===== config.mk =====
export PLATFORM = sky130hd
export DESIGN_NAME = threshold_bin_histogram
export DESIGN_NICKNAME = d
export VERILOG_FILES = /design/src/rtl/tbh_pkg.sv /design/src/rtl/threshold_bin_histogram.sv /design/src/rtl/tbh_ram.sv
export VERILOG_INCLUDE_DIRS = /design/src /design/src/rtl
export SDC_FILE = /design/constraint.sdc
export NUM_CORES = 1
export LEC_CHECK = 0
export ABC_CLOCK_PERIOD_IN_PS = 6900
export BUFFER_PORTS_ARGS = -buffer_cell sky130_fd_sc_hd__buf_2
export CAP_MARGIN = 20
export CORE_AREA = 2 2 263 265
export DETAILED_ROUTE_END_ITERATION = 8
export DIE_AREA = 0 0 265 267
export PLACE_DENSITY = 0.62
export REMOVE_ABC_BUFFERS = 1
export SLEW_MARGIN = 10
export SYNTH_ARGS = -nofsm -noshare
export SYNTH_HDL_FRONTEND = slang
export SYNTH_SLANG_ARGS = --single-unit

===== constraint.sdc =====
create_clock -name clk -period 6.9 [get_ports clk]
set_clock_uncertainty 0.15 [all_clocks]
set_input_delay 2.07 -clock clk [delete_from_list [all_inputs] [get_ports clk]]
set_output_delay 2.07 -clock clk [all_outputs]
set_load 0.1 [all_outputs]

===== src/rtl/threshold_bin_histogram_assert.svh =====
// ---------------------------------------------------------------------------
// Assertion macros for the threshold bin histogram.
// The macros expect signals named clk and rst in the using module.
// ---------------------------------------------------------------------------
`ifndef THRESHOLD_BIN_HISTOGRAM_ASSERT_SVH
`define THRESHOLD_BIN_HISTOGRAM_ASSERT_SVH

// The consequent must hold in the same cycle as the antecedent.
`define TBH_ASSERT_SAME(lbl, ante, cons, msg) \
  lbl: assert property (@(posedge clk) disable iff (rst) (ante) |-> (cons)) \
    else $error(msg);

// The consequent must hold in the cycle after the antecedent.
`define TBH_ASSERT_NEXT(lbl, ante, cons, msg) \
  lbl: assert property (@(posedge clk) disable iff (rst) (ante) |=> (cons)) \
    else $error(msg);

`endif


===== src/rtl/tbh_pkg.sv =====
// ---------------------------------------------------------------------------
// tbh_pkg
// Shared constants and types of the threshold bin histogram.
// ---------------------------------------------------------------------------
package tbh_pkg;

  localparam int VALUE_WIDTH = 32;
  localparam int COUNT_WIDTH = 32;
  localparam int MAX_EDGES   = 7;
  localparam int NUM_BINS    = MAX_EDGES + 1;
  localparam int BIN_W       = $clog2(NUM_BINS);

  localparam int NUM_REGS    = 8;
  localparam int REG_IDX_W   = $clog2(NUM_REGS);
  localparam int CFG_DATA_W  = 32;

  typedef logic signed [VALUE_WIDTH-1:0] value_t;
  typedef logic [COUNT_WIDTH-1:0]        count_t;
  typedef logic [BIN_W-1:0]              bin_t;
  typedef logic [REG_IDX_W-1:0]          reg_idx_t;

  localparam reg_idx_t REG_NUM_EDGES = reg_idx_t'(7);

  localparam logic REQ_ADD  = 1'b0;
  localparam logic REQ_READ = 1'b1;

endpackage


===== src/rtl/threshold_bin_histogram.sv =====
// ---------------------------------------------------------------------------
// threshold_bin_histogram
// Histogram with programmable bin edges and a saturating count per bin.
// ---------------------------------------------------------------------------
// Add items are taken one per cycle while no readout is in progress: the bin
// is found by parallel compares against the edges in use, and the count is
// updated by a read-modify-write of the count RAM (registered read), with the
// new value forwarded when consecutive items hit the same bin. A read item
// reports num_edges+1 bins; each bin goes through a RAM read, an output load
// and a hand-off that waits while out_ready is low, and no item is taken until
// the last bin has been delivered, after which all counts read as zero. Counts
// are cleared by per-bin valid flags, so there is no clearing pass after reset.
`include "threshold_bin_histogram_assert.svh"

module threshold_bin_histogram (
  input  logic                                clk,
  input  logic                                rst,
  // Configuration write port.
  input  logic                                cfg_we,
  input  logic [tbh_pkg::REG_IDX_W-1:0]       cfg_index,
  input  logic [tbh_pkg::CFG_DATA_W-1:0]      cfg_data,
  // Request channel.
  input  logic                                in_valid,
  output logic                                in_ready,
  input  logic                                req_type,
  input  logic signed [tbh_pkg::VALUE_WIDTH-1:0] sample_value,
  // Result channel.
  output logic                                out_valid,
  input  logic                                out_ready,
  output logic [tbh_pkg::BIN_W-1:0]           bin_index,
  output logic signed [tbh_pkg::VALUE_WIDTH-1:0] bin_upper_edge,
  output logic                                is_overflow_bin,
  output logic [tbh_pkg::COUNT_WIDTH-1:0]     bin_count,
  output logic                                last_bin
);

  typedef enum logic [1:0] {
    S_IDLE,
    S_ADDR,
    S_LOAD,
    S_OUT
  } state_t;

  state_t state;

  tbh_pkg::value_t edge_reg [tbh_pkg::MAX_EDGES];
  tbh_pkg::bin_t   num_edges;
  tbh_pkg::bin_t   n_use;

  tbh_pkg::bin_t   in_bin;
  logic            found;
  logic            in_fire;
  logic            add_fire;
  logic            rd_fire;

  logic                          s1_valid;
  tbh_pkg::bin_t                 s1_bin;
  logic                          fwd_hit;
  tbh_pkg::count_t               fwd_data;
  tbh_pkg::count_t               base;
  tbh_pkg::count_t               inc;
  logic [tbh_pkg::NUM_BINS-1:0]  cnt_valid;

  tbh_pkg::bin_t   idx;
  tbh_pkg::bin_t   raddr;
  tbh_pkg::count_t rdata;
  logic            clear_all;
  logic            idx_ovf;

  // Configuration registers.
  always_ff @(posedge clk) begin
    if (rst) begin
      for (int i = 0; i < tbh_pkg::MAX_EDGES; i++) begin
        edge_reg[i] <= '0;
      end
      num_edges <= '0;
    end else if (cfg_we) begin
      if (cfg_index == tbh_pkg::REG_NUM_EDGES) begin
        num_edges <= cfg_data[tbh_pkg::BIN_W-1:0];
      end else begin
        edge_reg[cfg_index] <= cfg_data[tbh_pkg::VALUE_WIDTH-1:0];
      end
    end
  end

  assign n_use = (num_edges > tbh_pkg::BIN_W'(tbh_pkg::MAX_EDGES))
               ? tbh_pkg::BIN_W'(tbh_pkg::MAX_EDGES) : num_edges;

  // First edge in index order that lies strictly above the sample.
  always_comb begin
    in_bin = n_use;
    found  = 1'b0;
    for (int i = 0; i < tbh_pkg::MAX_EDGES; i++) begin
      if (!found && (tbh_pkg::BIN_W'(i) < n_use) && (sample_value < edge_reg[i])) begin
        in_bin = tbh_pkg::BIN_W'(i);
        found  = 1'b1;
      end
    end
  end

  assign in_ready = (state == S_IDLE);
  assign in_fire  = in_valid && in_ready;
  assign add_fire = in_fire && (req_type == tbh_pkg::REQ_ADD);
  assign rd_fire  = in_fire && (req_type == tbh_pkg::REQ_READ);

  assign raddr = (state == S_IDLE) ? in_bin : idx;

  tbh_ram #(
    .WIDTH (tbh_pkg::COUNT_WIDTH),
    .DEPTH (tbh_pkg::NUM_BINS)
  ) u_counts (
    .clk   (clk),
    .we    (s1_valid),
    .waddr (s1_bin),
    .wdata (inc),
    .raddr (raddr),
    .rdata (rdata)
  );

  // The RAM returns the old word when the previous item writes the same bin
  // at the edge the read is taken, so that value comes from fwd_data instead.
  assign base = fwd_hit ? fwd_data : (cnt_valid[s1_bin] ? rdata : '0);
  assign inc  = (&base) ? base : base + tbh_pkg::COUNT_WIDTH'(1);

  assign clear_all = out_valid && out_ready && last_bin;

  always_ff @(posedge clk) begin
    if (rst) begin
      s1_valid  <= 1'b0;
      fwd_hit   <= 1'b0;
      cnt_valid <= '0;
    end else begin
      s1_valid <= add_fire;
      fwd_hit  <= add_fire && s1_valid && (s1_bin == in_bin);
      if (clear_all) begin
        cnt_valid <= '0;
      end else if (s1_valid) begin
        cnt_valid[s1_bin] <= 1'b1;
      end
    end
  end

  always_ff @(posedge clk) begin
    s1_bin   <= in_bin;
    fwd_data <= inc;
  end

  assign idx_ovf = (idx == n_use);

  // Readout sequencer and result register.
  always_ff @(posedge clk) begin
    if (rst) begin
      state     <= S_IDLE;
      out_valid <= 1'b0;
      idx       <= '0;
    end else begin
      unique case (state)
        S_IDLE: begin
          if (rd_fire) begin
            idx   <= '0;
            state <= S_ADDR;
          end
        end
        S_ADDR: begin
          state <= S_LOAD;
        end
        S_LOAD: begin
          bin_index       <= idx;
          bin_upper_edge  <= idx_ovf ? '0 : edge_reg[idx];
          bin_count       <= cnt_valid[idx] ? rdata : '0;
          is_overflow_bin <= idx_ovf;
          last_bin        <= idx_ovf;
          out_valid       <= 1'b1;
          state           <= S_OUT;
        end
        S_OUT: begin
          if (out_ready) begin
            out_valid <= 1'b0;
            if (last_bin) begin
              state <= S_IDLE;
            end else begin
              idx   <= idx + tbh_pkg::BIN_W'(1);
              state <= S_ADDR;
            end
          end
        end
        default: begin
          state <= S_IDLE;
        end
      endcase
    end
  end

  `TBH_ASSERT_SAME(a_no_take_in_readout, out_valid, !in_ready,
                   "item taken while a readout result is pending")
  `TBH_ASSERT_NEXT(a_clear_after_last, clear_all, cnt_valid == '0,
                   "counts not cleared after the last bin")
  `TBH_ASSERT_SAME(a_bin_in_range, out_valid, bin_index <= n_use,
                   "reported bin beyond the overflow bin")
  `TBH_ASSERT_SAME(a_fwd_needs_stage, fwd_hit, s1_valid,
                   "forwarded count without an item in the update stage")

endmodule


===== src/rtl/tbh_ram.sv =====
// ---------------------------------------------------------------------------
// tbh_ram
// Generic simple dual-port RAM: one write port, one read port, registered read.
// ---------------------------------------------------------------------------
module tbh_ram #(
  parameter int WIDTH = 32,
  parameter int DEPTH = 8
) (
  input  logic                     clk,
  input  logic                     we,
  input  logic [$clog2(DEPTH)-1:0] waddr,
  input  logic [WIDTH-1:0]         wdata,
  input  logic [$clog2(DEPTH)-1:0] raddr,
  output logic [WIDTH-1:0]         rdata
);

  logic [WIDTH-1:0] mem [DEPTH];

  always_ff @(posedge clk) begin
    if (we) begin
      mem[waddr] <= wdata;
    end
    rdata <= mem[raddr];
  end

endmodule


After elaboration in Yosys (flattened, before gate mapping)
Memory sizes are Yosys's and may differ from the RTL's. A register that Yosys moved wholly into a read port is not among the register bits.
Cells that the tools add are included.
{"block": "op_classes", "n_bitwise": 3, "addsub": 2, "n_eq_ne": 9, "magnitude_cmp": 18, "reduce_logical": 38, "n_mux": 45}
{"op": "less-than comparator 32 bit", "count": 7}
{"op": "2-to-1 mux 32 bit", "count": 4}
{"op": "2-to-1 mux 3 bit", "count": 13}
{"op": "adder 32 x 1 -> 32 bit, second input constant", "count": 1}
{"op": "AND reduction 32 bit", "count": 1}
{"op": "OR reduction 32 bit", "count": 1}
{"op": "logical AND 1 bit", "count": 21}
{"op": "2-to-1 mux 1 bit", "count": 20}
{"op": "less-than comparator 3 bit, first input constant", "count": 3}
{"op": "less-than comparator 3 x 4 -> 1 bit, second input constant", "count": 2}
{"op": "bitwise OR 8 bit", "count": 1}
{"op": "one-hot mux 2 bit (4 select lines)", "count": 1}
{"op": "AND reduction 2 bit", "count": 4}
{"op": "binary-select mux 1 bit (select 3 bit)", "count": 2}
{"op": "== test 3 bit", "count": 2}
{"op": "logical NOT 1 bit", "count": 6}
{"op": "less-than comparator 1 x 3 -> 1 bit, first input constant", "count": 2}
{"op": "less-than comparator 2 x 3 -> 1 bit, first input constant", "count": 2}
{"op": "one-hot mux 3 bit (2 select lines)", "count": 1}
{"op": "== test 2 bit, second input constant", "count": 2}
{"op": "2-to-1 mux 2 bit", "count": 2}
{"op": "inequality test 2 bit, second input constant", "count": 2}
{"op": "AND reduction 4 bit", "count": 1}
{"op": "nonzero test 2 bit", "count": 2}
{"op": "11 further kinds", "count": 12}
{"block": "word_totals", "memories": 2, "regBits": 90, "mem_bits_rw": 480, "elab_cells": 129, "input_bits": 73}
{"memory": "u_counts.mem", "depth": 8, "width": 32, "rd": 1, "rd_ports_with_merged_regs": 1, "wr": 1, "line_no": "tbh_ram.sv:17", "source": "logic [WIDTH-1:0] mem [DEPTH];"}
{"memory": "edge_reg", "depth": 7, "width": 32, "rd": 8, "rd_ports_with_merged_regs": 1, "wr": 7, "line_no": "threshold_bin_histogram.sv:46", "source": "tbh_pkg::value_t edge_reg [tbh_pkg::MAX_EDGES];"}

Longest topological paths before layout
Gate-level depths: netlist of run 1.
{"block": "depth", "word_depth": 31, "ltp_mapped": 17, "ltp_nobuf": 13}

Cells and area by module
Synthesis of run 1 repeated with hierarchy kept, for this count alone.
{"block": "hier_totals", "cells_unflattened": 2456, "hier_area_um2": 32137.1}
{"mod": "threshold_bin_histogram", "instances": 1, "area_each_um2": 21670.8, "seq_area_each_um2": 10490.1, "cells_per_inst": 2041}
{"mod": "tbh_ram", "instances": 1, "area_each_um2": 10466.3, "seq_area_each_um2": 8328.0, "cells_per_inst": 415}

Worst setup path before layout of run 1
OpenSTA, ideal clock, no wires.
{"block": "synth_path", "path_type": "input -> register", "start": "in rst", "end": "reg bin_count[0] in the netlist's numbering (enable)", "stages": 2, "arrival_ns": 5.258, "required_time_ns": 6.247, "path_slack_ns": 0.990, "setup_ns": 0.503, "cell_sequence": "clkbuf_1 > nor2b_1"}
{"block": "synth_via", "elab_chain_cells": 2}
{"item": "start: declaration", "line_no": "threshold_bin_histogram.sv:17", "source": "input logic rst,"}
{"item": "inverter 1 bit (no line)"}
{"item": "AND reduction 2 bit (no line)"}
{"item": "end signal: assignment", "line_no": "threshold_bin_histogram.sv:170", "source": "bin_count <= cnt_valid[idx] ? rdata : '0;"}
{"item": "end: declaration", "line_no": "threshold_bin_histogram.sv:33", "source": "output logic [tbh_pkg::COUNT_WIDTH-1:0] bin_count,"}
Every way passes these cells.
A chain may end at the register's enable or synchronous reset.

Worst setup path in the final report of run 1
{"block": "layout_path", "start": "in sample_value[27] in the netlist's numbering", "end": "reg u_counts.rdata[22], read port of u_counts.mem"}
{"block": "layout_via", "elab_chain_cells": 28, "elab_cells_between_ends": 40, "cone_classes": "order compare (7); mux (14); reduce/logical (19)"}
{"item": "start: declaration", "line_no": "threshold_bin_histogram.sv:26", "source": "input logic signed [tbh_pkg::VALUE_WIDTH-1:0] sample_value,"}
{"item": "less-than comparator 32 bit", "line_no": "threshold_bin_histogram.sv:94", "source": "if (!found && (tbh_pkg::BIN_W'(i) < n_use) && (sample_value < edge_reg[i])) begin"}
{"item": "logical AND 1 bit", "line_no": "threshold_bin_histogram.sv:94"}
{"item": "2-to-1 mux 1 bit", "line_no": "threshold_bin_histogram.sv:94"}
{"item": "logical NOT 1 bit", "line_no": "threshold_bin_histogram.sv:94"}
{"item": "logical AND 1 bit (2 in series)", "line_no": "threshold_bin_histogram.sv:94"}
{"item": "2-to-1 mux 1 bit", "line_no": "threshold_bin_histogram.sv:94"}
{"item": "logical NOT 1 bit", "line_no": "threshold_bin_histogram.sv:94"}
{"item": "logical AND 1 bit (2 in series)", "line_no": "threshold_bin_histogram.sv:94"}
{"item": "[8 not listed]"}
{"item": "2-to-1 mux 1 bit", "line_no": "threshold_bin_histogram.sv:94"}
{"item": "logical NOT 1 bit", "line_no": "threshold_bin_histogram.sv:94"}
{"item": "logical AND 1 bit (2 in series)", "line_no": "threshold_bin_histogram.sv:94"}
{"item": "2-to-1 mux 1 bit", "line_no": "threshold_bin_histogram.sv:94"}
{"item": "logical NOT 1 bit", "line_no": "threshold_bin_histogram.sv:94"}
{"item": "logical AND 1 bit (2 in series)", "line_no": "threshold_bin_histogram.sv:94"}
{"item": "2-to-1 mux 3 bit *", "line_no": "threshold_bin_histogram.sv:94"}
{"item": "2-to-1 mux 3 bit *", "line_no": "threshold_bin_histogram.sv:106", "source": "assign raddr = (state == S_IDLE) ? in_bin : idx;"}
{"item": "end: declaration", "line_no": "tbh_ram.sv:14", "source": "output logic [WIDTH-1:0] rdata"}
Mark *: on every way between the ends. The rest lies on a longest branch, timed or not.

==> results of run 1 <==
==> cell type report <==
class | count | share of cell area [%]
inverter | 278 | 2.73
timing repair buffer | 200 | 3.36
clock buffer | 92 | 5.11
sequential | 666 | 49.3
tap | 882 | 2.89
multi-input combinational | 1658 | 35.3
clock inverter | 40 | 1.31
==> routing by layer <==
layer  wire (um)  GRT usage [%]  vias up
met2       44300           43.8      848
met1       41900           37.6    11500
met4        1980           7.48        4
met5          24              0        -
li1            -              -    10400
met3        7000           4.98      129
==> synthesized netlist by cell type (all sizes together) (24+ instances only) <==
cell type  instances
a22oi             33
buf               51
dfxtp            118
edfxtp           548
a21o              24
nand4             40
nor2             295
o21ai             81
nor2b             27
clkbuf            82
nand3             34
a21oi             89
inv              278
nor4              39
mux2i             73
and2             105
nand2            118
mux4              66
ha               222
a221oi           131
==> worst paths after layout <==
| kind | from | to | slack, ps | depth (start not counted) |
|---|---|---|---|---|
| worst max register to register | s1_bin[1]$_DFF_P_ | u_counts.mem[5][29]$_DFFE_PP_ | 1860 | 14 |
| worst max-delay path | sample_value[27] | u_counts.rdata[22]$_DFF_P_ | 1230 | 13 |
| worst min-delay path | s1_valid$_SDFF_PP0_ | fwd_hit$_SDFF_PP0_ | 320 | 2 |
| worst min register to register | s1_valid$_SDFF_PP0_ | fwd_hit$_SDFF_PP0_ | 320 | 2 |
==> logic make-up (layout without fill, tap and decap cells) <==
| logic type | after synthesis | count (layout) |
|---|---|---|
| XOR/XNOR | 28 | 28 |
| AND/OR/NAND/NOR | 730 | 730 |
| other | 1 | 32 |
| AO/OA/AOI/OAI | 504 | 504 |
| adder cells (fa/ha/maj) | 222 | 222 |
| multiplexers | 142 | 142 |
| flip-flops | 666 | 666 |
| buffers and inverters | 411 | 610 |
==> critical path, cell delays in order <==
cell,delay [ps]
buf_2,170
ha_1,320
nand4_1,180
or2_2,400
a2111oi_0,710
buf_4,250
a31o_2,170
a2111o_1,150
a2111oi_4,100
o221ai_4,230
buf_4,690
a221oi_1,210
nor4_2,310
==> power breakdown <==
part	total [mW]	leakage (nW)	internal (mW)	switching (mW)
logic	3.55	7.03	1.21	2.34
clock network	3.98	1.17	2.33	1.65
registers	4.89	5.82	4.66	0.228
total	12.4	14.0	8.20	4.21
==> impl_results.md, run 1 <==
* DR vias at 22900
* CP endpoint kind: flip-flop
* Die Ht at 267 um
* Multi-input logic area at 13500 um2
* Area of the mapped netlist at 33700 um2
* Max-Cap Viols at 0
* Synth warnings at 0
* RSZ-0062 raised after global routing: false
* Full die area at 70800 um2
* Sum of negative setup slack at 0 ps
* Clock Tree Buf Depth at 3
* # IOs at roughly 140
* Minimum clock period at around 5700 ps
* Startpoint Class: input port
* Crit path kind: in2reg
* Worst rel slew slack at 36.4%
* Vias in the first global route at between 20000 and 25000
* Detailed placer's ending HPWL at approximately 62000 um
* Ys async rst share at 0%
* Fmax at 176 MHz
* Layout Nets at 3171
* Max-slew violations at 0
* Design area at 38200 um2
* First-pass GRT wire length at between 100000 and 150000 um
* # rows at 96
* Mux cell area share after synthesis at approximately 6.7%
* Detail Route Antenna Nets at 0
* Largest net degree at the start of global routing at 97
* Setup repair bufs after CTS at 0
* Synth top area cells: edfxtp_1, ha_1, dfxtp_1, mux4_2, nor2_1
* Most common cell after layout, fill and taps aside: edfxtp_1
* Mapped Cells at 2704
* Worst EP required at 7270 ps
* Compound-cell area share of the yosys netlist at 12.3%
* Initial antenna violation count at 5
* Cell Count, Final, Fillers Out at 3816
* Count of cell types in the netlist at 93
* N_diodes at 0
* Most frequent cells in the layout: edfxtp_1, nor2_1, inv_1, ha_1, buf_2
* CTS sink cnt at 666
* Syn avg cell area at 12.4 um2
* Outcome: completed
* Hold Buf Count CTS at 0
* Core area at about 68000 um2
* Pwr dens at 325 nW/um2
* Register area share after synthesis at 55.9%
* Adder-cell share of the synthesized area at 8.25%
* DIE WIDTH at approximately 270 um
* VDD IR max at 0.394 mV
* GRT Residual Overflow at 0
* Fill count at 5734
* Worst-path maximum fanout at 54
* Final WS setup at 1230 ps
* Initial core utilization at 49.5%
* Storage element area at between 15000 and 20000 um2
* DRC marker count from the first detailed-route iteration at 1988
* Hold Crit Class: reg2reg
* Global-route usage over all layers at roughly 27%
* Area leader, netlist: edfxtp_1
* Drt via density at 6.00
* CTS HTree Levels at 3
* Simple-gate share of the synthesized area at 11.1%
* EDFF count, synth at 548
* Pleak at 14.0 nW
* Post-Place Cell Area at approximately 36000 um2
* PortBufs at 143
* Pwr Total at approximately 12 mW
* Primary FF master, synth: edfxtp_1
* Measured slew at the worst slew-check pin at 949 ps
* Drt total wl at 95100 um
* Fin util at 56.1%
* CP arrival at 6040 ps
* Fin. Hold Viols at 0
* Synth Area in XOR/XNOR at 0.728%
* Period Utilization, post-route at 82.2%
* CTS tree: yes
* Clock insertion delay at the later pin of the skew report at 630 ps
* Root Driver: clkbuf_16
* Layout cells sized above 1 at 18.1%
* Largest family of logic cells by synthesized area: compound AO/OA/AOI/OAI gates
* Post_cts resized at 0
* 1st-pass router iterations at 5
* Place WS at 689 ps
* GP Congestion at 0.950
* Worst hold slack at 317 ps
* Final setup vio count at 0
* Yosys top cell area share at 48.9%
* # DRC at 0
* CTS clk-pin slew, worst paths at approximately 60 ps
* Wire per inst at 24.9 um
* Synth-to-Final Area Change at 13.3%
* CTS buffer count at 72
* Cells after DPL at between 3000 and 4000
* Yosys reg bits at ~670
(Power assumes the default switching activity.)
==> run 2, diff against run 1 <==
- ABC_CLOCK_PERIOD_IN_PS: 6900 -> 4700
- PLACE_DENSITY: 0.62 -> 0.65
- clock period: 6.9 -> 4.7 ns (I/O delays scaled with it)
==> run 2 against run 1 <==
  * Setup slack worse by 1300 ps
  * Global-route usage is 0.86 points higher
  * The flow now finishes with violations (setup timing)
  * Critical path type unchanged
  * First-iteration DRC count is 14% higher
  * Worst hold slack better by 12 ps
  * Cell area is 8.4% higher
  * Highest routed layer unchanged
  * Routed wire length is 6.9% higher
  * Critical endpoint is now u_counts.rdata[13]$_DFF_P_
  * Core utilization is 4.7 points higher
  * Critical path depth is 6 higher
  * Count of clock-buffer cells in the layout is 7 higher
  * Register-to-register slack worse by 1600 ps
==> impl_results.md, run 2 (synthesized netlist as in run 1, its figures left out) <==
* Pleak at 15.5 nW (+10%)
* # rows at 96 (unchanged)
* 1st-pass router iterations at 6 (+1)
* GP Congestion at 1.00 (+5.5%)
* Layout Nets at 3377 (+6.5%)
* Hold Buf Count CTS at 0 (unchanged)
* Wire length on met1 at 42600 um (+1.8%)
* First-pass GRT wire length at 148000 um (+3.4%)
* Full die area at 70800 um2 (unchanged)
* DR vias at 24200 (+5.6%)
* Startpoint Class: input port
* Initial antenna violation count at 6 (+1)
* Final WS setup at -34.3 ps (-1260 ps)
* CTS HTree Levels at 3 (unchanged)
* Initial core utilization at 49.5% (unchanged)
* Synth-to-Final Area Change at 22.9%
* Fin. Hold Viols at 0 (unchanged)
* # DRC at 0 (unchanged)
* Worst-path maximum fanout at 7 (-87%)
* DIE WIDTH at 265 um (unchanged)
* Outcome: finished with violations
* Layout cells sized above 1 at 27.1% (+9.1 points)
* Period Utilization, post-route at 101%
* Vias in the first global route at 24300 (+4.0%)
* Crit path kind: in2reg
* Minimum clock period at about 4700 ps
* Fmax at 211 MHz
* Global-route usage over all layers at 27.9% (+0.86 points)
* Most common cell after layout, fill and taps aside: edfxtp_1
* VDD IR max at 0.387 mV (-1.5%)
* Final setup vio count at 9 (+9)
* Detail Route Antenna Nets at 0 (unchanged)
* # IOs at 144 (unchanged)
* CTS buffer count at 75 (+4.2%)
* Most frequent cells in the layout: edfxtp_1, nor2_1, inv_1, buf_4, ha_1
* RSZ-0062 raised after global routing: true
* Met3 wire length at 8100 um (+16%)
* Clock insertion delay at the later pin of the skew report at 620 ps (about the same)
* Wire per inst at 25.2 um (+1.3%)
* Detailed placer's ending HPWL at 64700 um (+3.7%)
* Hold Crit Class: reg2reg
* Pwr dens at 497 nW/um2 (+53%)
* Top Layer Used: met5
* Max-slew violations at 0 (unchanged)
* CTS tree: yes
* CTS sink cnt at 666 (unchanged)
* Largest net degree at the start of global routing at 83 (-14%)
* Clock Tree Buf Depth at 3 (unchanged)
* Drt total wl at 102000 um (+6.9%)
* GRT Residual Overflow at 0 (unchanged)
* PortBufs at 143 (unchanged)
* Die Ht at 267 um (unchanged)
* Fin util at 60.9% (+4.7 points)
* Max-Cap Viols at 0 (unchanged)
* Worst EP required at 5070 ps (-2200 ps)
* CTS clk-pin slew, worst paths at 60 ps (about the same)
* Drt via density at 6.00 (about the same)
* Failing checks: setup timing
* Core area at 68000 um2 (unchanged)
* Measured slew at the worst slew-check pin at 1030 ps (+79.8 ps)
* CP endpoint kind: flip-flop
* DRC marker count from the first detailed-route iteration at 2257 (+14%)
* Met2 WL at 48000 um (+8.5%)
* Root Driver: clkbuf_16
* Worst hold slack at 329 ps (+11.9 ps)
* CP arrival at 5110 ps (-930 ps)
* Worst rel slew slack at 31.2% (-5.2 points)
-- run 2: report_power, final --
group / switching (mW) / leakage (nW) / total (mW) / internal (mW)
Sequential: 0.353 / 5.82 / 7.20 / 6.84
Clock: 2.45 / 1.26 / 6.19 / 3.74
Combinational: 4.29 / 8.37 / 7.17 / 2.87
Total: 7.10 / 15.5 / 20.6 / 13.5
-- run 2: metal layers --
| metal | track usage, % | vias to the layer above |
|---|---|---|
| met5 | 0 | - |
| met4 | 8.57 | 4 |
| met3 | 4.68 | 205 |
| met2 | 46.0 | 1006 |
| met1 | 38.0 | 12100 |
| li1 | - | 10800 |
-- run 2: final timing paths --
kind                             from                             to  slack (ps)  cells past startpoint
setup / recovery     sample_value[31]     u_counts.rdata[13]$_DFF_P_         -30                     19
hold / removal    s1_valid$_SDFF_PP0_             fwd_hit$_SDFF_PP0_         330                      2
setup reg to reg    s1_bin[1]$_DFF_P_  u_counts.mem[5][12]$_DFFE_PP_         230                     13
hold reg to reg   s1_valid$_SDFF_PP0_             fwd_hit$_SDFF_PP0_         330                      2
-- run 2: layout make-up --
cell class | count | area (um2)
Fill cell | 5365 | 26600
Sequential cell | 666 | 18800
Multi-Input combinational cell | 1658 | 14500
Timing Repair Buffer | 403 | 3310
Clock buffer | 99 | 2080
Tap cell | 882 | 1100
Inverter | 278 | 1040
Clock inverter | 40 | 518
Antenna cell | 2 | 5.00
-- run 2: worst max-delay path, cell delays in order --
cell and delay, ps:
buf_2 150, ha_4 300, nand4_4 180, nor4_4 330, buf_6 190, o211ai_1 110
o221ai_2 290, mux2i_2 130, a2111o_1 350, a2111oi_4 440, buf_4 200, o22ai_4 70
buf_6 140, nor2_4 130, buf_12 140, buf_12 110, clkbuf_16 180, a221oi_2 90
nor4_2 140
-- run 2: timing repair --
action | 4_1_cts | 5_1_grt
gates resized for setup | 32 | 150
buffers inserted | 12 | 23
endpoints found under the setup margin | 33 | 66
cloned | 6 | 6
pin swaps | 8 | 28
hold endpoints to repair | 0 | 0
-- run 2: stage by stage --
step                      std cells  worst slack, ps  area [um2]  setup TNS (ps)  power (mW)
after floorplan                2602            -2470       33200         -230030        10.9
after global placement         3842            -1040       37000          -32760        12.7
after detailed placement       3842            -1130       37000          -34700        12.8
after CTS                      3998            -13.4       40100           -68.6        19.7
after global routing           4026            -64.1       41400            -446        21.3
final                          4028            -34.3       41400            -145        20.6
==> run 3, diff against run 2 <==
- CORE_AREA: 2 2 263 265 -> 2 2 257 259
- DIE_AREA: 0 0 265 267 -> 0 0 259 261
- SYNTH_HIERARCHICAL: not set -> 1
==> run 3 against run 2 <==
  * Cell area is 6.0% lower
  * Via count fell by 9.7%
  * Critical path depth decreased by 3
  * Routed wire length shrank 11%
  * Cell count is 6.7% lower
  * Sequential power shrank 3.6%
  * Critical endpoint is now u_counts/rdata[13]$_DFF_P_
  * Die area decreased by 4.5%
  * The flow still finishes with violations (setup timing)
  * Core utilization decreased by 1.1 points
  * Sequential share of layout area grew 2.9 points
  * Area after synthesis is 4.5% lower
  * Total power down 25%
==> impl_results.md, run 3 <==
* Outcome: finished with violations
* Failing checks: setup timing
* Reg-to-reg critical path startpoint: edge_reg[3][1]$_SDFFCE_PN0P_
* Clock insertion delay at the later pin of the skew report at 630 ps (about the same)
* Synth top area cells: edfxtp_1, ha_1, dfxtp_1, mux4_2, mux4_1
* Count of cell types in the netlist at 84 (-9.7%)
* Startpoint Class: input port
* CTS HTree Levels at 3 (unchanged)
* Final WS setup at -45.6 ps (-11.3 ps)
* Largest net degree at the start of global routing at 45 (-46%)
* EDFF count, synth at 548 (unchanged)
* DRC marker count from the first detailed-route iteration at 2084 (-7.7%)
* # IOs at 144 (unchanged)
* DIE WIDTH at 259 um (-2.3%)
* PortBufs at 143 (unchanged)
* Yosys reg bits at 666 (unchanged)
* Crit path kind: in2reg
* Most common cell after layout, fill and taps aside: edfxtp_1
* Pwr Total at 15.5 mW (-25%)
* Worst-path maximum fanout at 8 (+1)
* Pleak at 14.7 nW (-5.1%)
* Crit-path slowest cell: mux4_2
* Post-Place Cell Area at 35300 um2 (-4.4%)
* Most frequent cells in the layout: edfxtp_1, inv_1, nor2_1, buf_4, ha_1
* # DRC at 0 (unchanged)
* Root Driver: clkbuf_16
* First-pass GRT wire length at 133000 um (-10%)
* Core area at 65000 um2 (-4.3%)
* Register area share after synthesis at 58.6% (+2.7 points)
* Primary FF master, synth: edfxtp_1
* Synth-to-Final Area Change at 21.0%
* CP endpoint kind: flip-flop
* Final setup vio count at 22 (+13)
* Detail Route Antenna Nets at 0 (unchanged)
* Fin util at 59.8% (-1.1 points)
* Design area at 38900 um2 (-6.0%)
* CP arrival at 5100 ps (about the same)
* Drt via density at 5.81 (-3.2%)
* Crit-path cells: buf_2, ha_1, a21o_1, a21o_1, a211oi_4, a21boi_2, a211oi_4, nand3b_1, nor2_2, a221oi_2, or2_4, mux2_4, buf_12, buf_12, mux4_2, mux2_4
* Initial antenna violation count at 5 (-1)
* RSZ-0062 raised after global routing: true
* Vias in the first global route at 22000 (-9.3%)
* Worst EP required at 5050 ps (-20 ps)
* Fin. Hold Viols at 0 (unchanged)
* Synth warnings at 6 (+6)
* N_diodes at 0 (-2)
* Yosys top cell area share at 51.2% (+2.3 points)
* Max-slew violations at 0 (unchanged)
* Cells on worst reg2reg path at 15 (+2)
* DR vias at 21800 (-9.7%)
* Place WS at -955 ps (+171 ps)
* Global-route usage over all layers at 26.3% (-1.6 points)
* Cells after DPL at 3595 (-6.4%)
* Clock Tree Buf Depth at 3 (unchanged)
* Reg2Reg Setup Slack at 330 ps (+100 ps)
* Full die area at 67600 um2 (-4.5%)
* Area leader, netlist: edfxtp_1
* GP Congestion at 0.941 (-6.2%)
* Die Ht at 261 um (-2.2%)
* Measured slew at the worst slew-check pin at 805 ps (-224 ps)
* Layout cells sized above 1 at 26.8% (-0.34 points)
* Initial core utilization at 49.4% (-0.10 points)
* # rows at 94 (-2.1%)
* CTS tree: yes
* CTS buffer count at 72 (-4.0%)
* Hold path endpoint: cnt_valid[5]$_SDFFE_PP0P_
* Wire per inst at 24.0 um (-4.9%)
* Mapped Cells at 2456 (-9.2%)
* Most frequent cell after synthesis: edfxtp_1
* Worst flop-to-flop path endpoint: u_counts/rdata[13]$_DFF_P_
* CP max stage delay at 510 ps (+70 ps)
* Fmax at 211 MHz (-0.24%)
* CTS sink cnt at 666 (unchanged)
* GRT Residual Overflow at 0 (unchanged)
* Hold Crit Depth at 2 (unchanged)
* Hold Buf Count CTS at 0 (unchanged)
* Max-Cap Viols at 0 (unchanged)
* Pwr dens at 398 nW/um2 (-20%)
* Cell Count, Final, Fillers Out at 3757 (-6.7%)
* CTS clk-pin slew, worst paths at 60 ps (about the same)
* Fill count at 5105 (-4.8%)
* Commonest cells post-synth: edfxtp_1, inv_1, nor2_1
* VDD IR max at 0.336 mV (-13%)
* Minimum clock period at 4750 ps (+11.3 ps)
* Ys async rst share at 0% (unchanged)
* Detailed placer's ending HPWL at 58700 um (-9.4%)
* Worst rel slew slack at 46.1% (+15 points)
* Area of the mapped netlist at 32100 um2 (-4.5%)
* 1st-pass router iterations at 5 (-1)
* Sum of negative setup slack at -450 ps (-305 ps)
* Drt total wl at 90200 um (-11%)
* Hold Crit Class: reg2reg
* Syn avg cell area at 13.1 um2 (+5.1%)
* HP Start: cnt_valid[5]$_SDFFE_PP0P_
* Layout Nets at 3129 (-7.3%)
* Period Utilization, post-route at 101% (+0.24 points)
* Worst hold slack at 344 ps (+15.4 ps)
==> run 3: cell types whose count changed in the layout (fill, tap and decap cells not counted), moves of 38 or more <==
cell,previous run,this run
mux4_2,66,129
a221oi_2,100,4
and2_1,102,0
mux2i_1,71,8
nand2_1,116,179
o21ai_0,71,31
nor2_1,285,247
==> run 3: worst max-delay path by stage <==
stage	end	cells past startpoint	slack [ps]	start
after floorplan	u_counts/rdata[11]$_DFF_P_	4	-1710	idx[2]$_SDFFE_PP0P_
after global placement	u_counts/rdata[7]$_DFF_P_	15	-980	sample_value[11]
after detailed placement	u_counts/rdata[20]$_DFF_P_	15	-950	sample_value[11]
after CTS	u_counts/rdata[19]$_DFF_P_	18	-30	sample_value[14]
after global routing	u_counts/rdata[9]$_DFF_P_	16	-170	sample_value[25]
final	u_counts/rdata[13]$_DFF_P_	16	-50	sample_value[25]
==> run 3: timing repair <==
item | in CTS | in global routing
pin swaps | 10 | 52
setup endpoints to repair | 32 | 32
resized for setup | 69 | 148
buffers inserted | 11 | 13
cloned | 2 | 9
==> run 3: final cells by class <==
class | instances | area [um2] | share of cell area (%)
flip-flops and latches | 666 | 18800 | 48.4
multi-input cells | 1450 | 12800 | 32.8
repair buffers | 367 | 2810 | 7.23
clock buffers | 98 | 2000 | 5.14
well taps | 864 | 1080 | 2.78
inverters | 277 | 1040 | 2.67
clock inverters | 35 | 355 | 0.914
==> run 3: per-layer routing <==
layer | wire (um) | vias to the layer above | global-route usage (%)
li1 | - | 9764 | -
met1 | 38500 | 11000 | 36.9
met2 | 42400 | 897 | 42.3
met3 | 7010 | 151 | 4.28
met4 | 2290 | 6 | 8.08
met5 | 31 | - | 0
==> run 3: logic make-up after synthesis <==
kind of cell	after synthesis	share of synthesized area, %
XOR/XNOR	33	0.899
flip-flops	666	58.6
buffers and inverters	371	4.63
multiplexers	174	11.1
AND/OR/NAND/NOR	652	9.35
AO/OA/AOI/OAI	337	6.83
other	1	0.0117
adder cells (fa/ha/maj)	222	8.64
==> run 3: critical path, delay by kind of cell <==
family | cells | cell delay (ps)
AOI/OAI and AO/OA | 6 | 1460
adders and majority gates | 1 | 320
buffers and inverters | 3 | 480
muxes | 3 | 970
and+or+nand+nor | 3 | 440
==> run 3: power by group <==
part | internal (mW) | switching, mW
sequential | 6.72 | 0.221
clock | 3.29 | 2.38
combinational | 1.12 | 1.74
